`src/sv/b85_dec_pkg.sv`:
```
package b85_dec_pkg;

  localparam logic [6:0] B85_RADIX     = 7'h55;
  localparam logic [6:0] B85_PAD_DIGIT = 7'h7e;
  localparam logic [6:0] B85_NO_DIGIT  = 7'h56;

  // digits per full group
  localparam logic [2:0] GROUP_DIGITS = 3'd5;

  localparam int QUEUE_DEPTH_DEF = 4;

  // pad constants: p pad digits turn acc into acc * 85^p + 126 * (1 + 85 + ... + 85^(p-1))
  // products are formed at int width so no partial product is cut to 7 bits
  localparam int RADIX_I = int'(B85_RADIX);
  localparam int PAD_I   = int'(B85_PAD_DIGIT);

  localparam logic [19:0] PAD_MULT_1 = 20'(RADIX_I);
  localparam logic [19:0] PAD_MULT_2 = 20'(RADIX_I * RADIX_I);
  localparam logic [19:0] PAD_MULT_3 = 20'(RADIX_I * RADIX_I * RADIX_I);
  localparam logic [19:0] PAD_ADD_1  = 20'(PAD_I);
  localparam logic [19:0] PAD_ADD_2  = 20'(PAD_I * (RADIX_I + 1));
  localparam logic [19:0] PAD_ADD_3  =
      20'(PAD_I * (RADIX_I * RADIX_I + RADIX_I + 1));

  // One word to unpack: bytes to emit minus one (0..3); pad digits = 3 - nbytes_m1
  typedef struct packed {
    logic [31:0] word;
    logic [1:0]  nbytes_m1;
  } b85_job_t;

  function automatic logic [6:0] b85_digit(input logic [7:0] ch);
    logic [6:0] d;
    d = B85_NO_DIGIT;
    case (ch) inside
      [8'h30:8'h39]: d = 7'(ch - 8'h30);  // 0-9
      [8'h41:8'h5a]: d = 7'(ch - 8'd55);  // A-Z
      [8'h61:8'h7a]: d = 7'(ch - 8'd61);  // a-z
      8'h21: d = 7'd62;  // !
      8'h23: d = 7'd63;  // #
      8'h24: d = 7'd64;  // $
      8'h25: d = 7'd65;  // %
      8'h26: d = 7'd66;  // &
      8'h28: d = 7'd67;  // (
      8'h29: d = 7'd68;  // )
      8'h2a: d = 7'd69;  // *
      8'h2b: d = 7'd70;  // +
      8'h2d: d = 7'd71;  // -
      8'h3b: d = 7'd72;  // ;
      8'h3c: d = 7'd73;  // <
      8'h3d: d = 7'd74;  // =
      8'h3e: d = 7'd75;  // >
      8'h3f: d = 7'd76;  // ?
      8'h40: d = 7'd77;  // @
      8'h5e: d = 7'd78;  // ^
      8'h5f: d = 7'd79;  // _
      8'h60: d = 7'd80;  // `
      8'h7b: d = 7'd81;  // {
      8'h2f: d = 7'd82;  // /
      8'h7d: d = 7'd83;  // }
      8'h7e: d = 7'd84;  // ~
      default: d = B85_NO_DIGIT;
    endcase
    return d;
  endfunction

  function automatic logic [19:0] pad_mult(input logic [1:0] pads);
    logic [19:0] m;
    case (pads)
      2'd0:    m = 20'd1;
      2'd1:    m = PAD_MULT_1;
      2'd2:    m = PAD_MULT_2;
      2'd3:    m = PAD_MULT_3;
      default: m = 20'd1;
    endcase
    return m;
  endfunction

  function automatic logic [19:0] pad_add(input logic [1:0] pads);
    logic [19:0] a;
    case (pads)
      2'd0:    a = 20'd0;
      2'd1:    a = PAD_ADD_1;
      2'd2:    a = PAD_ADD_2;
      2'd3:    a = PAD_ADD_3;
      default: a = 20'd0;
    endcase
    return a;
  endfunction

endpackage

```
`src/sv/b85_dec_front.sv`:
```
module b85_dec_front
  import b85_dec_pkg::*;
(
  input  logic       clk,
  input  logic       rst,
  input  logic       accept,
  input  logic [7:0] text_char,
  input  logic       end_of_text,
  output logic       push,
  output b85_job_t   push_job,
  output logic [2:0] digit_count
);

  logic [31:0] acc;
  logic [31:0] acc_next;
  logic [2:0]  cnt;
  logic [2:0]  cnt_next;
  logic [6:0]  digit;
  logic        is_digit;
  logic [31:0] acc_step;
  logic [2:0]  cnt_step;

  assign digit    = b85_digit(text_char);
  assign is_digit = digit < B85_RADIX;
  assign acc_step = acc * 32'(B85_RADIX) + 32'(digit);
  assign cnt_step = cnt + 3'd1;

  always_comb begin
    acc_next = acc;
    cnt_next = cnt;
    push     = 1'b0;
    push_job.word      = acc_step;
    push_job.nbytes_m1 = 2'd3;
    if (accept) begin
      if (is_digit && cnt_step == GROUP_DIGITS) begin
        push     = 1'b1;
        acc_next = '0;
        cnt_next = '0;
      end else if (end_of_text) begin
        // partial group: k digits give k-1 bytes, a lone digit gives none
        push_job.word      = is_digit ? acc_step : acc;
        push_job.nbytes_m1 = is_digit ? 2'(cnt - 3'd1) : 2'(cnt - 3'd2);
        push     = is_digit ? (cnt_step >= 3'd2) : (cnt >= 3'd2);
        acc_next = '0;
        cnt_next = '0;
      end else if (is_digit) begin
        acc_next = acc_step;
        cnt_next = cnt_step;
      end
    end
  end

  always_ff @(posedge clk) begin
    if (rst) begin
      acc <= '0;
      cnt <= '0;
    end else begin
      acc <= acc_next;
      cnt <= cnt_next;
    end
  end

  assign digit_count = cnt;

endmodule

```
`src/sv/b85_dec_queue.sv`:
```
module b85_dec_queue
  import b85_dec_pkg::*;
#(
  parameter int DEPTH = QUEUE_DEPTH_DEF
) (
  input  logic     clk,
  input  logic     rst,
  input  logic     push,
  input  b85_job_t push_job,
  input  logic     pop,
  output b85_job_t head_job,
  output logic     full,
  output logic     empty
);

  localparam int PtrW = (DEPTH > 1) ? $clog2(DEPTH) : 1;
  localparam int CntW = $clog2(DEPTH + 1);

  b85_job_t            mem [DEPTH];
  logic [PtrW-1:0]     wr_ptr;
  logic [PtrW-1:0]     rd_ptr;
  logic [CntW-1:0]     count;

  assign full     = count == CntW'(DEPTH);
  assign empty    = count == '0;
  assign head_job = mem[rd_ptr];

  always_ff @(posedge clk) begin
    if (push) begin
      mem[wr_ptr] <= push_job;
    end
  end

  always_ff @(posedge clk) begin
    if (rst) begin
      wr_ptr <= '0;
      rd_ptr <= '0;
      count  <= '0;
    end else begin
      if (push) begin
        wr_ptr <= (wr_ptr == PtrW'(DEPTH - 1)) ? '0 : wr_ptr + 1'b1;
      end
      if (pop) begin
        rd_ptr <= (rd_ptr == PtrW'(DEPTH - 1)) ? '0 : rd_ptr + 1'b1;
      end
      case ({push, pop})
        2'b10:   count <= count + 1'b1;
        2'b01:   count <= count - 1'b1;
        default: count <= count;
      endcase
    end
  end

endmodule

```
`src/sv/b85_dec_back.sv`:
```
module b85_dec_back
  import b85_dec_pkg::*;
(
  input  logic       clk,
  input  logic       rst,
  input  b85_job_t   head_job,
  input  logic       empty,
  output logic       pop,
  output logic       byte_valid,
  input  logic       byte_stall,
  output logic [7:0] out_byte,
  output logic       last_of_run
);

  logic [31:0] word;
  logic [1:0]  remain;
  logic        busy;
  logic        out_take;
  logic [1:0]  pads;
  logic [51:0] product;
  logic [31:0] padded;

  // pad the word of a short final group
  assign pads    = 2'(2'd3 - head_job.nbytes_m1);
  assign product = 52'(head_job.word) * 52'(pad_mult(pads));
  assign padded  = product[31:0] + 32'(pad_add(pads));

  assign out_take = busy && !byte_stall;
  assign pop      = !empty && (!busy || (out_take && remain == 2'd0));

  always_ff @(posedge clk) begin
    if (rst) begin
      busy <= 1'b0;
    end else if (pop) begin
      busy <= 1'b1;
    end else if (out_take && remain == 2'd0) begin
      busy <= 1'b0;
    end
  end

  always_ff @(posedge clk) begin
    if (pop) begin
      word   <= padded;
      remain <= head_job.nbytes_m1;
    end else if (out_take) begin
      word   <= {word[23:0], 8'h00};
      remain <= remain - 2'd1;
    end
  end

  assign byte_valid  = busy;
  assign out_byte    = word[31:24];
  assign last_of_run = remain == 2'd0;

endmodule

```
`src/sv/base85_stream_decoder.sv`:
```
// Channel   Handshake                Payload
// char      char_valid / char_stall  text_char[7:0], end_of_text
// byte      byte_valid / byte_stall  out_byte[7:0], last_of_run
//
// One character per cycle is taken while the job queue has room.
// A full group gives one job, unpacked at one byte per cycle while byte_stall is low.
// The end of text pads a partial group in the unpack stage (one multiply).
// Reset (rst, synchronous) clears the digit group, the queue and the output.
// char_stall rises only when the queue is full; byte_stall just holds the byte.
module base85_stream_decoder
  import b85_dec_pkg::*;
#(
  parameter int QUEUE_DEPTH = QUEUE_DEPTH_DEF
) (
  input  logic       clk,
  input  logic       rst,
  input  logic       char_valid,
  output logic       char_stall,
  input  logic [7:0] text_char,
  input  logic       end_of_text,
  output logic       byte_valid,
  input  logic       byte_stall,
  output logic [7:0] out_byte,
  output logic       last_of_run
);

  logic       char_take;
  logic       push;
  logic       pop;
  logic       q_full;
  logic       q_empty;
  b85_job_t   push_job;
  b85_job_t   head_job;
  logic [2:0] digit_count;

  // front takes a char whenever the queue can hold a job it might make
  assign char_stall = q_full;
  assign char_take  = char_valid && !q_full;

  b85_dec_front u_front (
    .clk         (clk),
    .rst         (rst),
    .accept      (char_take),
    .text_char   (text_char),
    .end_of_text (end_of_text),
    .push        (push),
    .push_job    (push_job),
    .digit_count (digit_count)
  );

  b85_dec_queue #(
    .DEPTH (QUEUE_DEPTH)
  ) u_queue (
    .clk      (clk),
    .rst      (rst),
    .push     (push),
    .push_job (push_job),
    .pop      (pop),
    .head_job (head_job),
    .full     (q_full),
    .empty    (q_empty)
  );

  // back unpacks one job at a time, MSB first
  b85_dec_back u_back (
    .clk         (clk),
    .rst         (rst),
    .head_job    (head_job),
    .empty       (q_empty),
    .pop         (pop),
    .byte_valid  (byte_valid),
    .byte_stall  (byte_stall),
    .out_byte    (out_byte),
    .last_of_run (last_of_run)
  );

`ifndef NO_ASSERTIONS
  a_no_push_full: assert property (@(posedge clk) disable iff (rst)
    push |-> !q_full)
    else $error("job pushed into full queue");

  a_no_pop_empty: assert property (@(posedge clk) disable iff (rst)
    pop |-> !q_empty)
    else $error("job popped from empty queue");

  a_group_bound: assert property (@(posedge clk) disable iff (rst)
    digit_count <= 3'd4)
    else $error("digit group overflow");

  a_end_clears: assert property (@(posedge clk) disable iff (rst)
    (char_take && end_of_text) |=> digit_count == 3'd0)
    else $error("group not cleared at end of text");

  a_pop_loads: assert property (@(posedge clk) disable iff (rst)
    pop |=> byte_valid)
    else $error("loaded job not presented");
`endif

endmodule

```
`config.mk`:
```
export PLATFORM = sky130hd
export DESIGN_NAME = base85_stream_decoder
export DESIGN_NICKNAME = d
export VERILOG_FILES = /design/src/sv/b85_dec_pkg.sv /design/src/sv/b85_dec_front.sv /design/src/sv/b85_dec_queue.sv /design/src/sv/b85_dec_back.sv /design/src/sv/base85_stream_decoder.sv
export SDC_FILE = /design/constraint.sdc
export NUM_CORES = 1
export LEC_CHECK = 0
export BUFFER_PORTS_ARGS = -buffer_cell sky130_fd_sc_hd__buf_2
export CORE_MARGIN = 1.5
export CORE_UTILIZATION = 43
export DETAILED_ROUTE_END_ITERATION = 10
export PLACE_DENSITY = 0.64
export SLEW_MARGIN = 0
export SYNTH_ARGS = -nofsm -noshare
export SYNTH_HDL_FRONTEND = slang
export SYNTH_HIERARCHICAL = 1
export SYNTH_SLANG_ARGS = --single-unit
export TNS_END_PERCENT = 5
```
`constraint.sdc`:
```
create_clock -name clk -period 8.7 [get_ports clk]
set_input_delay 0.435 -clock clk [delete_from_list [all_inputs] [get_ports clk]]
set_output_delay 0.435 -clock clk [all_outputs]
set_load 0.05 [all_outputs]
```
# Yosys cells after proc, flatten, opt, wreduce, memory -nomap -nowiden
# Memories as Yosys holds them, arrays and structs flattened. A register that Yosys moved wholly into a read port is not among the register bits.
# Index checks and enable logic that the tools add are counted.
[classes] n_mul=2 n_mux=55 magnitude_cmp=9 n_eq_ne=32 addsub=14 n_reduce_logical=21
[ops] op="$mux W7" count=25
[ops] op="$mux W32" count=5
[ops] op="$pmux W20 S4" count=2
[ops] op="$eq A8 B6 Y1 const B" count=16
[ops] op="$mux W34" count=3
[ops] op="$eq A8 B7 Y1 const B" count=7
[ops] op="$add A32 B20 Y32" count=1
[ops] op="$add A32 B7 Y32" count=1
[ops] op="$mul A32 B20 Y32" count=1
[ops] op="$mul A32 B7 Y32 const B" count=1
[ops] op="$sub A7 B6 Y7 const B" count=3
[ops] op="$ge A8 B7 Y1 const B" count=2
[ops] op="$le A8 B7 Y1 const B" count=2
[ops] op="$mux W2" count=8
[ops] op="$eq A2 B2 Y1 const B" count=5
[ops] op="$mux W3" count=3
[ops] op="$ge A8 B6 Y1 const B" count=1
[ops] op="$le A8 B6 Y1 const B" count=1
[ops] op="$logic_and A1 B1 Y1" count=8
[ops] op="$mux W1" count=8
[ops] op="$lt A7 B7 Y1 const B" count=1
[ops] op="$add A3 B1 Y3 const B" count=2
[ops] op="$eq A3 B3 Y1 const B" count=2
[ops] op="$ge A3 B2 Y1 const B" count=2
[ops] op="other kinds (14)" count=23
[totals] regBits=77 output_inout_bits=11 ramBits=136 n_memories=1 wordCells=142
[memory_table] memory="u_queue.mem" depth=4 word_bits=34 read_ports=1 rd_ports_with_merged_regs=1 wr=1 line="b85_dec_queue.sv:19" source="b85_job_t mem [DEPTH];"

# Depth between registers and ports, before layout
[logic_depth] word_depth=34 ltp_mapped=32 depth_no_buf=29

# Cells and area by module
# Netlist, hierarchy kept.
[by_module_without_submodules] module="b85_dec_back" cells_per_inst=1268 area_per_inst_um2=12157.9 seq_area_each_um2=1041.0 instances=1
[by_module_without_submodules] module="b85_dec_front" cells_per_inst=787 area_per_inst_um2=6731.5 seq_area_each_um2=700.7 instances=1
[by_module_without_submodules] module="b85_dec_queue" cells_per_inst=226 area_per_inst_um2=5402.7 seq_area_each_um2=4264.1 instances=1
[by_module_without_submodules] module="base85_stream_decoder" cells_per_inst=1 area_per_inst_um2=13.8 seq_area_each_um2=0.0 instances=1

# Worst setup path after synthesis
# No wires, ideal clock.
[synth_timing] kind="register to register" startpoint="register with a tool-made name" endpoint="register u_back.word[31], data pin" path_slack_ns=0.152 setup_time_ns=0.261 t_arrival_ns=8.287 path_buffers=4 period_less_slack_ns=8.548 stages_incl_launch_ff=32 cell_sequence="dfxtp_1 buf_6 mux4_1 clkinv_1 clkbuf_1 ha_1 o21ba_2 clkbuf_1 clkbuf_1 ha_1 xnor2_1 ha_1 fa_1 inv_1 fa_1 inv_1 fa_1 inv_1 fa_1 inv_1 fa_1 inv_1 fa_1 inv_1 ha_1 and4_1 o2111ai_1 a31oi_2 a21oi_2 o211ai_1 mux2i_1 nand3_1"
[synth_rtl] element="to (signal assigned)" line="b85_dec_back.sv:43" source="word <= padded;"
[synth_rtl] element="to (signal assigned)" line="b85_dec_back.sv:46" source="word <= {word[23:0], 8'h00};"
[synth_rtl] element="to (decl)" line="b85_dec_back.sv:15" source="logic [31:0] word;"

==> impl_metrics.csv <==
group,metric,value,unit
grt,grt_overflow_total,0,
finish,syn2layout_area_growth,6.77,%
clock_network,insertion_delay,0.54,ns
yosys,ys_seq_area_share,24.7,%
floorplanning,num_rows,86,
timing,rsz0062_at_grt,"false",
critical_path,worstReg2RegEnd,"u_back/word[31]",
drt,wire_per_inst,17.7,um
critical_path,r2r_slack,0.57,ns
worst_hold_path,hold_path_depth,3,
yosys,syn-num-nets,2884,
floorplanning,dieHeight,241,um
floorplanning,dieArea,58000,um^2
drt,drtIter0Drc,1010,
worst_hold_path,hold_end,"u_back/byte_valid",
timing,skew,0.0244,ns
timing,slew_headroom,29.7,%
clock_network,cts_buffers,25,
finish,fin_nets,2886,
timing,finalCritPeriodShare,93.4,%
yosys,synth_edf_count,170,
critical_path,startpoint_type,"flip-flop",
finish,diodes,0,
yosys,ys_ff_latch,215,
yosys,synth_most_common_cell,"inv_1",
grt,grt_pass1_wl,89.7,mm
timing,max_freq,123,MHz
critical_path,crit_path_frequent_cell,"fa_1",
clock_network,cts_setup_buffers,0,
grt,antenna_found_initial,0,
critical_path,worstPathRequired,8.97,ns
timing,report.final.hold_viol_count,0,
critical_path,worst_path_max_delay_cell,"ha_1",
finish,drive_above_1_share,6.73,%
yosys,synthCells,2282,
yosys,ys_warn_count,6,
grt,grt.total_usage,19.4,%
clock_network,htreeDepth,1,
drt,dr.pass1.iters,5,
yosys,synthFlopType,"edfxtp_1",
yosys,synthDistinctLibCells,89,
grt,grt_start_max_net_pins,58,
floorplanning,dieWidth,241,um
floorplanning,start_util,43.8,%
drt,num_vias,15734,
clock_network,root_buffer,"clkbuf_16",
critical_path,crit_family,"adder cells",
place,hpwl,44.2,mm
worst_hold_path,hp-start,"byte_stall",
drt,ant_nets,0,
clock_network,clk_pin_slew,0.06,ns
critical_path,r2r_cells,24,
run_status,status,"complete, no violations",
timing,finalCriticalPeriod,8.13,ns
clock_network,tritoncts,"built",
yosys,synth_area_leaders,"fa_1 25%, edfxtp_1 21%, ha_1 15%, inv_1 8.7%, dfxtp_1 3.7%",
floorplanning,core_area,55500,um^2
clock_network,cts.sinks,215,
yosys,synth_top_area_share,25.0,%
critical_path,worstPathMaxFanout,21,
run,cap_violations,0,
place,gp_congestion,0.904,
drt,vias_per_cell,5.16,
clock_network,clockBufferDepth,3,
critical_path,cp-end-kind,"flip-flop",
critical_path,crit_buf_inv,5,
yosys,async_flop_share,0,%
yosys,synth_area_leader_cell,"fa_1",
yosys,synthTopCellsByCount,"561 x inv_1, 303 x fa_1, 286 x ha_1, 170 x edfxtp_1, 133 x nand2_1",
place,io_buffer_count,23,
grt,grt_pass1_vias,16971,
timing,tightest_slew,1.05,ns
floorplanning,ios,24,
timing,finalSetupTns,0,ns
timing,slew_violations,0,
timing,finalSetupViolations,0,
critical_path,worst-endpoint-arrival,8.40,ns
critical_path,crit_type,"flip-flop to flip-flop",
worst_hold_path,hold_class,"primary input to flip-flop",
drt,drc,0,
yosys,synth_area_per_cell,10.7,um^2
critical_path,cp_slowest_stage_delay,0.65,ns
drt,wl,54.0,mm
critical_path,worstPathCellList,"buf_4, mux4_1, inv_1, ha_1, nand2_1, fa_1, inv_1, fa_1, inv_1, fa_1, inv_1, fa_1, fa_1, fa_1, fa_1, ha_1, nand4_1, nor2_1, o2111ai_1, a31oi_2, a21oi_2, o211ai_1, mux2i_1, nand3_1",
yosys,netlist_area,24300,um^2
metal layers:
layer  share of wire, %  vias up  track usage [%]
li1                   -     7498                -
met1                 46     7857             26.8
met2                 49      334             33.7
met3                4.1       45             1.84
met4                1.2        0             3.37
met5                  0        -                0
worst reg2reg max path: stages (launching register included):
cell and delay [ns]:
dfxtp_2 0.34, buf_4 0.17, mux4_1 0.64, inv_1 0.11, ha_1 0.65, nand2_1 0.17, fa_1 0.52, inv_1 0.05
fa_1 0.50, inv_1 0.06, fa_1 0.54, inv_1 0.06, fa_1 0.52, fa_1 0.44, fa_1 0.57, fa_1 0.44
ha_1 0.43, nand4_1 0.15, nor2_1 0.25, o2111ai_1 0.20, a31oi_2 0.37, a21oi_2 0.15, o211ai_1 0.22, mux2i_1 0.21
nand3_1 0.09
cells in the final DEF, fill, tap and decap left out, types with 8 or more instances in the layout:
cell and count:
inv_1 561, fa_1 303, ha_1 286, edfxtp_1 170, nand2_1 133, nor2_1 65
xnor2_1 58, and2_1 50, o21ai_0 48, a21oi_1 48, xor2_1 44, dfxtp_1 44
mux2i_1 36, nand3_1 31, o32ai_1 30, mux4_2 30, clkbuf_16 25, a21o_1 24
buf_2 23, buf_4 20, nor3_1 17, nor2b_1 14, a211oi_1 14, a31oi_1 13
and3_1 12, o211ai_1 12, o21a_1 11, o21bai_1 11, a31o_2 8, a211o_1 8
nand2b_1 8
cell type report:
class | count | area (um^2)
clock buffers | 34 | 679
clock inverters | 12 | 153
fillers | 5120 | 29600
inverters | 563 | 2110
multi-input cells | 1436 | 15800
flip-flops and latches | 215 | 6010
well taps | 748 | 936
repair buffers | 43 | 265
registers in the layout, indices dropped and copies added, names as in the netlist, named ones only:
signal,flops
u_back/byte_valid,1
u_queue/rd_ptr,2
u_queue/count,3
u_back/remain,2
u_front/acc,32
u_queue/wr_ptr,2
u_front/digit_count,3
u_queue/mem,136
u_back/word,32
logic make-up (layout without fill, tap and decap cells):
logic type,Yosys count,in the layout,synth area share [%]
AO/OA/AOI/OAI,295,295,8.82
AND/OR/NAND/NOR,374,374,7.69
multiplexers,75,75,4.92
XOR/XNOR,103,103,3.77
flip-flops,215,215,24.7
buffers and inverters,631,652,10.4
adder cells (fa/ha/maj),589,589,39.7
stage by stage:
stage / cells / utilization, % / instance area (um^2) / setup WS [ns] / hold WS [ns]
after global placement: 3005 / 45.2 / 25100 / 0.603 / 0.480
after CTS: 3051 / 46.7 / 25900 / 0.402 / 0.331
final: 3051 / 46.7 / 26000 / 0.571 / 0.356
after global routing: 3051 / 46.7 / 26000 / 0.132 / 0.372
after detailed placement: 3005 / 45.2 / 25100 / 0.413 / 0.494
after floorplan: 2282 / - / 24300 / 0.152 / 0.461
how the worst max path moves through the flow:
stage | end | slack (ns) | cells past startpoint | from
after global placement | u_back/word[31] | 0.60 | 24 | flip-flop
final | u_back/word[31] | 0.57 | 24 | flip-flop
after detailed placement | u_back/word[31] | 0.41 | 24 | flip-flop
after global routing | u_back/word[19] | 0.13 | 28 | flip-flop
after CTS | u_back/word[31] | 0.40 | 24 | flip-flop
after floorplan | u_back/word[31] | 0.15 | 31 | flip-flop
repair_timing:
| action | in CTS | in global routing |
|---|---|---|
| hold buffers | 0 | 0 |
| gates resized for setup | 0 | 1 |
| endpoints found under the setup margin | 0 | 1 |
| endpoints found under the hold margin | 0 | 0 |
Power is left out: the tool's default activity adds up to more than one toggle a clock period on the data nets, which glitch-free logic cannot reach.
